===== src/bsr_pkg.sv =====
// ----------------------------------------------------------------------------
// bsr_pkg
// Shared widths, constants and types of the bisection square root block.
// ----------------------------------------------------------------------------
package bsr_pkg;

    localparam int DATA_W    = 32;
    localparam int FRAC_BITS = 16;
    localparam int MAX_ITER  = 48;

    localparam int ITER_W = $clog2(MAX_ITER + 1);
    localparam int TGT_W  = DATA_W + FRAC_BITS;
    localparam int BND_W  = TGT_W + 1;
    localparam int SQ_W   = 2 * DATA_W;

    localparam logic [DATA_W-1:0] ONE_FX    = DATA_W'(64'd1 << FRAC_BITS);
    localparam logic [DATA_W-1:0] TOL_RESET = DATA_W'(6554);
    localparam logic [ITER_W-1:0] ITER_CAP  = ITER_W'(MAX_ITER);

    typedef enum logic [4:0] {
        ST_IDLE  = 5'b00001,
        ST_SETUP = 5'b00010,
        ST_MUL   = 5'b00100,
        ST_CMP   = 5'b01000,
        ST_FIN   = 5'b10000
    } bsr_state_t;

    typedef struct packed {
        logic [DATA_W-1:0] root;
        logic              limit_hit;
    } bsr_result_t;

endpackage


===== src/bisection_square_root.sv =====
// ----------------------------------------------------------------------------
// bisection_square_root
// Square root of an unsigned Q16.16 value by interval halving.
// ----------------------------------------------------------------------------
// Input stream s_axis carries value_in in tdata; each request yields one
// result on m_axis: root_out in tdata, limit_hit in tuser.
// cfg_wr_en/cfg_wr_data write the tolerance (Q16.16, reset 6554); write it
// only while no request is in flight.
// Zero and one are answered directly from setup. Other values run k steps,
// k the number of midpoints tried (up to 48). Each step passes through the
// shared squarer (ST_MUL) and then the compare and interval update
// (ST_CMP).
// One request at a time: s_axis_tready is high only while the sequencer is
// idle. A finished result sits in the output register, so the next request
// is taken while it waits. If the receiver stalls with the output register
// full, the next finished result holds in the sequencer and no further
// request is taken. Reset empties the output register, idles the sequencer
// and restores the tolerance.
// ----------------------------------------------------------------------------
module bisection_square_root
    import bsr_pkg::*;
(
    input  logic              clk,
    input  logic              rst_n,
    input  logic              s_axis_tvalid,
    output logic              s_axis_tready,
    input  logic [DATA_W-1:0] s_axis_tdata,   // [31:0] value_in
    output logic              m_axis_tvalid,
    input  logic              m_axis_tready,
    output logic [DATA_W-1:0] m_axis_tdata,   // [31:0] root_out
    output logic              m_axis_tuser,   // [0] limit_hit
    input  logic              cfg_wr_en,
    input  logic [DATA_W-1:0] cfg_wr_data
);

    logic [DATA_W-1:0] tolerance_reg;
    logic              m_valid_reg;
    bsr_result_t       m_res_reg;

    logic              core_idle;
    logic              res_valid;
    logic              slot_free;
    bsr_result_t       result;

    assign slot_free = !m_valid_reg || m_axis_tready;

    bsr_core u_core (
        .clk       (clk),
        .rst_n     (rst_n),
        .start     (s_axis_tvalid && core_idle),
        .value     (s_axis_tdata),
        .tolerance (tolerance_reg),
        .idle      (core_idle),
        .res_valid (res_valid),
        .res_ready (slot_free),
        .result    (result)
    );

    always_ff @(posedge clk or negedge rst_n)
    begin
        if (!rst_n)
        begin
            tolerance_reg <= TOL_RESET;
            m_valid_reg   <= 1'b0;
        end
        else
        begin
            if (cfg_wr_en)
            begin
                tolerance_reg <= cfg_wr_data;
            end
            if (slot_free)
            begin
                m_valid_reg <= res_valid;
            end
        end
    end

    always_ff @(posedge clk)
    begin
        if (slot_free && res_valid)
        begin
            m_res_reg <= result;
        end
    end

    assign s_axis_tready = core_idle;
    assign m_axis_tvalid = m_valid_reg;
    assign m_axis_tdata  = m_res_reg.root;
    assign m_axis_tuser  = m_res_reg.limit_hit;

endmodule


===== src/bsr_square_unit.sv =====
// ----------------------------------------------------------------------------
// bsr_square_unit
// Registered squarer shared by every bisection step.
// ----------------------------------------------------------------------------
module bsr_square_unit
    import bsr_pkg::*;
(
    input  logic              clk,
    input  logic              en,
    input  logic [DATA_W-1:0] x,
    output logic [SQ_W-1:0]   sq
);

    logic [SQ_W-1:0] sq_reg;

    always_ff @(posedge clk)
    begin
        if (en)
        begin
            sq_reg <= SQ_W'(x) * SQ_W'(x);
        end
    end

    assign sq = sq_reg;

endmodule


===== src/bsr_core.sv =====
// ----------------------------------------------------------------------------
// bsr_core
// Sequencer and interval registers; one square and compare per step.
// ----------------------------------------------------------------------------
module bsr_core
    import bsr_pkg::*;
(
    input  logic              clk,
    input  logic              rst_n,
    input  logic              start,
    input  logic [DATA_W-1:0] value,
    input  logic [DATA_W-1:0] tolerance,
    output logic              idle,
    output logic              res_valid,
    input  logic              res_ready,
    output bsr_result_t       result
);

    bsr_state_t        state_reg, state_next;
    logic [DATA_W-1:0] v_reg, v_next;
    logic [DATA_W-1:0] lo_reg, lo_next;
    logic [DATA_W-1:0] hi_reg, hi_next;
    logic [DATA_W-1:0] x_reg, x_next;
    logic [TGT_W-1:0]  tgt_reg, tgt_next;
    logic [BND_W-1:0]  bnd_lo_reg, bnd_lo_next;
    logic [BND_W-1:0]  bnd_hi_reg, bnd_hi_next;
    logic [ITER_W-1:0] iter_reg, iter_next;
    logic              limit_reg, limit_next;

    logic [SQ_W-1:0]   sq;
    logic              sq_en;
    logic [TGT_W-1:0]  tgt_w;
    logic [TGT_W-1:0]  tol_w;
    logic [BND_W-1:0]  diff_w;
    logic [DATA_W-1:0] top_w;
    logic              in_tol;
    logic              below;
    logic [DATA_W:0]   sum_up;
    logic [DATA_W:0]   sum_dn;
    logic [ITER_W-1:0] iter_inc;

    bsr_square_unit u_square (
        .clk (clk),
        .en  (sq_en),
        .x   (x_reg),
        .sq  (sq)
    );

    assign tgt_w    = {v_reg, {FRAC_BITS{1'b0}}};
    assign tol_w    = {tolerance, {FRAC_BITS{1'b0}}};
    assign diff_w   = {1'b0, tgt_w} - {1'b0, tol_w};
    assign top_w    = (v_reg > ONE_FX) ? v_reg : ONE_FX;
    assign in_tol   = (sq >= SQ_W'(bnd_lo_reg)) && (sq <= SQ_W'(bnd_hi_reg));
    assign below    = sq < SQ_W'(tgt_reg);
    assign sum_up   = {1'b0, x_reg} + {1'b0, hi_reg};
    assign sum_dn   = {1'b0, lo_reg} + {1'b0, x_reg};
    assign iter_inc = iter_reg + ITER_W'(1);
    assign sq_en    = (state_reg == ST_MUL);

    always_comb
    begin
        state_next  = state_reg;
        v_next      = v_reg;
        lo_next     = lo_reg;
        hi_next     = hi_reg;
        x_next      = x_reg;
        tgt_next    = tgt_reg;
        bnd_lo_next = bnd_lo_reg;
        bnd_hi_next = bnd_hi_reg;
        iter_next   = iter_reg;
        limit_next  = limit_reg;
        case (state_reg)
            ST_IDLE:
            begin
                if (start)
                begin
                    v_next     = value;
                    state_next = ST_SETUP;
                end
            end
            ST_SETUP:
            begin
                tgt_next    = tgt_w;
                bnd_lo_next = diff_w[BND_W-1] ? '0 : diff_w;
                bnd_hi_next = {1'b0, tgt_w} + {1'b0, tol_w};
                limit_next  = 1'b0;
                iter_next   = '0;
                if (v_reg == '0)
                begin
                    x_next     = '0;
                    state_next = ST_FIN;
                end
                else if (v_reg == ONE_FX)
                begin
                    x_next     = ONE_FX;
                    state_next = ST_FIN;
                end
                else
                begin
                    lo_next    = '0;
                    hi_next    = top_w;
                    x_next     = top_w >> 1;
                    state_next = ST_MUL;
                end
            end
            ST_MUL:
            begin
                state_next = ST_CMP;
            end
            ST_CMP:
            begin
                iter_next = iter_inc;
                if (in_tol)
                begin
                    state_next = ST_FIN;
                end
                else if (iter_inc == ITER_CAP)
                begin
                    limit_next = 1'b1;
                    state_next = ST_FIN;
                end
                else
                begin
                    if (below)
                    begin
                        lo_next = x_reg;
                        x_next  = sum_up[DATA_W:1];
                    end
                    else
                    begin
                        hi_next = x_reg;
                        x_next  = sum_dn[DATA_W:1];
                    end
                    state_next = ST_MUL;
                end
            end
            ST_FIN:
            begin
                if (res_ready)
                begin
                    state_next = ST_IDLE;
                end
            end
            default:
            begin
                state_next = ST_IDLE;
            end
        endcase
    end

    always_ff @(posedge clk or negedge rst_n)
    begin
        if (!rst_n)
        begin
            state_reg <= ST_IDLE;
        end
        else
        begin
            state_reg <= state_next;
        end
    end

    always_ff @(posedge clk)
    begin
        v_reg      <= v_next;
        lo_reg     <= lo_next;
        hi_reg     <= hi_next;
        x_reg      <= x_next;
        tgt_reg    <= tgt_next;
        bnd_lo_reg <= bnd_lo_next;
        bnd_hi_reg <= bnd_hi_next;
        iter_reg   <= iter_next;
        limit_reg  <= limit_next;
    end

    assign idle             = (state_reg == ST_IDLE);
    assign res_valid        = (state_reg == ST_FIN);
    assign result.root      = x_reg;
    assign result.limit_hit = limit_reg;

    a_iter_bound: assert property (@(posedge clk) disable iff (!rst_n)
        (state_reg == ST_MUL || state_reg == ST_CMP) |-> (iter_reg < ITER_CAP))
        else $error("step count beyond cap");

    a_mid_inside: assert property (@(posedge clk) disable iff (!rst_n)
        (state_reg == ST_MUL || state_reg == ST_CMP) |->
            (lo_reg <= x_reg && x_reg <= hi_reg))
        else $error("midpoint outside interval");

    a_limit_count: assert property (@(posedge clk) disable iff (!rst_n)
        (state_reg == ST_FIN && limit_reg) |-> (iter_reg == ITER_CAP))
        else $error("limit flag without full step count");

    a_sq_fresh: assert property (@(posedge clk) disable iff (!rst_n)
        (state_reg == ST_CMP) |-> $past(state_reg == ST_MUL))
        else $error("compare without fresh square");

endmodule

===== config.mk =====
export PLATFORM = sky130hd
export DESIGN_NAME = bisection_square_root
export DESIGN_NICKNAME = d
export VERILOG_FILES = /design/src/bsr_pkg.sv /design/src/bisection_square_root.sv /design/src/bsr_square_unit.sv /design/src/bsr_core.sv
export SDC_FILE = /design/constraint.sdc
export NUM_CORES = 2
export LEC_CHECK = 0
export BUFFER_PORTS_ARGS = -buffer_cell sky130_fd_sc_hd__buf_4
export CAP_MARGIN = 20
export CORE_MARGIN = 2
export CORE_UTILIZATION = 53
export CTS_CLUSTER_SIZE = 14
export DETAILED_ROUTE_END_ITERATION = 8
export PLACE_DENSITY = 0.69
export SYNTH_ARGS = -nofsm -noshare
export SYNTH_HDL_FRONTEND = slang
export SYNTH_SLANG_ARGS = --single-unit

===== constraint.sdc =====
create_clock -name clk -period 10.7 [get_ports clk]
set_input_delay 1.605 -clock clk [delete_from_list [all_inputs] [get_ports clk]]
set_output_delay 1.605 -clock clk [all_outputs]
set_load 0.05 [all_outputs]

==> flow_metrics.env <==
export IMPL_synth_nets=6181
export IMPL_drt_total_wl_um=126000
export IMPL_synth_most_common_cell="inv_1"
export IMPL_dp_hpwl_um=99300
export IMPL_root_buffer="clkbuf_16"
export IMPL_synth_seq_cells=366
export IMPL_relSlewSlack_pct=21.7
export IMPL_whs_path_depth=0
export IMPL_synth_largest_area_cell="fa_1"
export IMPL_cp_num_buf_inv=5
export IMPL_fin_crit_sh_pct=89.2
export IMPL_yosysTopAreaCellShare_pct=32.8
export IMPL_area_growth_pct=7.06
export IMPL_critical_path_class="register to register"
export IMPL_tightest_slew_ns=1.18
export IMPL_cts_hold_buf=0
export IMPL_ctsResizeCount=0
export IMPL_clock_fmax_mhz=105
export IMPL_synth_top_family_by_area="adder cells"
export IMPL_fp_dieH_um=307
export IMPL_num_rows=111
export IMPL_yosysWarningCount=0
export IMPL_slew_violations=0
export IMPL_die_x_um=307
export IMPL_layout_min_cycle_time_ns=9.54
export IMPL_viasPerCell=5.50
export IMPL_clk_latency_ns=0.57
export IMPL_nFillCells=8055
export IMPL_status="complete, no violations"
export IMPL_fin_util_pct=57.1
export IMPL_r2r_slack_ns=1.16
export IMPL_cp_arrival_ns=9.86
export IMPL_synth_edf_count=328
export IMPL_critical_path_startpoint_type="register"
export IMPL_postLayoutCellArea_um2=52200
export IMPL_drc=0
export IMPL_whs_ns=0.433
export IMPL_drive_gt1_share_pct=5.87
export IMPL_gr_total_overflow=0
export IMPL_grt_max_degree=77
export IMPL_post_cts_setup_buffer_count=0
export IMPL_syn_area_um2=48700
export IMPL_hold_violations=0
export IMPL_hold_end="m_axis_tuser"
export IMPL_largest_reg_flops=63
export IMPL_avgSynthCellArea_um2=10.1
export IMPL_seq_area_frac_synth_pct=22.2
export IMPL_die_area_um2=94400
export IMPL_cts_tree="done"
export IMPL_max_cap_violations=0
export IMPL_ant_nets=0
export IMPL_crit_slowest_cell="edfxtp_1"
export IMPL_diodes=0
export IMPL_hold_start="u_core.limit_reg"
export IMPL_place_port_buffers=103
export IMPL_skew_ns=0.0236
export IMPL_r2r_end="u_core.u_square.sq[60]"
export IMPL_grt_pass1_vias=35900
export IMPL_via_count=33500
export IMPL_clkSlewWorstSetupHoldPaths_ns=0.06
export IMPL_yosys_area_share_simple_pct=10.5
export IMPL_worst_r2r_path_depth=27
export IMPL_start_util_pct=53.3
export IMPL_yosys_area_share_adder_pct=45.3
export IMPL_cp_max_fo=13
export IMPL_synth_async_sr_flop_share_pct=10.4
export IMPL_fin_tns_setup_ns=0
export IMPL_yosysUniqueCellTypes=81
export IMPL_grt_pass1_wl_um=201000
export IMPL_htreeDepth=2
export IMPL_cts_buffer_depth=3
export IMPL_synthCells=4827
export IMPL_rr_startpoint="u_core.x_reg[19]"
export IMPL_cts_inserted_buffers=40
export IMPL_synthTopCellsByArea="fa_1, edfxtp_1, ha_1, inv_1, nand2_1"
export IMPL_finalSetupViolCount=0
export IMPL_wl_per_cell_um=20.7
export IMPL_required_ns=11.02
export IMPL_nets=6231
export IMPL_placed_cell_area_um2=50900
export IMPL_yosys_top_cells_count="inv_1, fa_1, ha_1, nand2_1, edfxtp_1"
export IMPL_hold_class="register to register"
export IMPL_track_usage_pct=27.7
export IMPL_synth_compound_area_share_pct=7.97
export IMPL_rsz0062_at_grt="no"
export IMPL_drt_first_pass_iters=6
export IMPL_clock_sinks=366
export IMPL_drt_iter0_markers=2465
export IMPL_synth_main_ff_cell="edfxtp_1"
export IMPL_cp_top_family="adder cells"
export IMPL_cp_slowest_stage_delay_ns=1.01
export IMPL_coreArea_um2=91400
export IMPL_endpoint_kind="register"
export IMPL_pin_count=104
export IMPL_antenna_found_initial=4
export IMPL_place_gp_congestion=0.931
export IMPL_muxShareOfSynthArea_pct=0.906
export IMPL_path_common_cell="fa_1"
export IMPL_synth_xor_area_share_pct=3.13
-- layout make-up --
class | instances | area (µm²) | area share [%]
inverter | 1156 | 4340 | 8.32
multi-input combinational | 3156 | 33100 | 63.4
clock buffer | 47 | 1080 | 2.07
timing repair buffer | 157 | 1180 | 2.26
tap | 1186 | 1480 | 2.84
clock inverter | 27 | 206 | 0.396
sequential | 366 | 10800 | 20.7
-- metrics by stage --
step                      cells  setup WS (ns)
final                      6095           1.16
after global routing       6095          0.897
after CTS                  6095           1.37
after detailed placement   6021           1.44
after global placement     6021           1.56
after floorplan            4827           2.28
-- kinds of logic (layout without fill, tap and decap cells) --
family	after synthesis	count (layout)
multiplexers	40	40
flip-flops	366	366
AO/OA/AOI/OAI	598	598
AND/OR/NAND/NOR	1059	1059
adder cells (fa/ha/maj)	1285	1285
buffers and inverters	1305	1387
XOR/XNOR	174	174
-- worst max-delay path by stage --
stage                        endpoint  cells after the start  slack, ns              from
2_1_floorplan  u_core.u_square.sq[43]                     28       2.28   u_core.x_reg[2]
6_report       u_core.u_square.sq[60]                     27       1.16  u_core.x_reg[19]
4_1_cts        u_core.u_square.sq[60]                     27       1.37  u_core.x_reg[19]
5_1_grt        u_core.u_square.sq[56]                     27       0.90  u_core.x_reg[19]
3_5_place_dp   u_core.u_square.sq[60]                     27       1.44  u_core.x_reg[19]
3_3_place_gp   u_core.u_square.sq[60]                     27       1.56  u_core.x_reg[19]
-- metal layers --
metal	routed length [µm]	vias to the layer above	global-route usage, %
li1	-	15200	-
met1	51800	16900	37.2
met2	61300	1099	46.9
met3	8260	258	3.56
met4	4670	0	8.77
met5	0	-	0
-- placed cells by master (no fill, tap or decap), types with 19 or more instances in the layout --
| master | n |
|---|---|
| a211oi_1 | 22 |
| a21o_1 | 112 |
| a21oi_1 | 156 |
| and2_1 | 235 |
| buf_4 | 157 |
| clkbuf_16 | 42 |
| dfrtp_1 | 30 |
| edfxtp_1 | 328 |
| fa_1 | 799 |
| ha_1 | 486 |
| inv_1 | 1145 |
| mux2_2 | 33 |
| nand2_1 | 400 |
| nand2b_1 | 25 |
| nand3_1 | 34 |
| nand4_1 | 33 |
| nor2_1 | 186 |
| nor2b_1 | 34 |
| nor3_1 | 37 |
| nor4_1 | 19 |
| o21a_1 | 19 |
| o21ai_0 | 100 |
| o21ai_1 | 45 |
| o21bai_1 | 30 |
| xnor2_1 | 111 |
| xor2_1 | 63 |
Power is not shown: default switching activity piles up to over one toggle a cycle in this logic, so the estimate is an artifact.
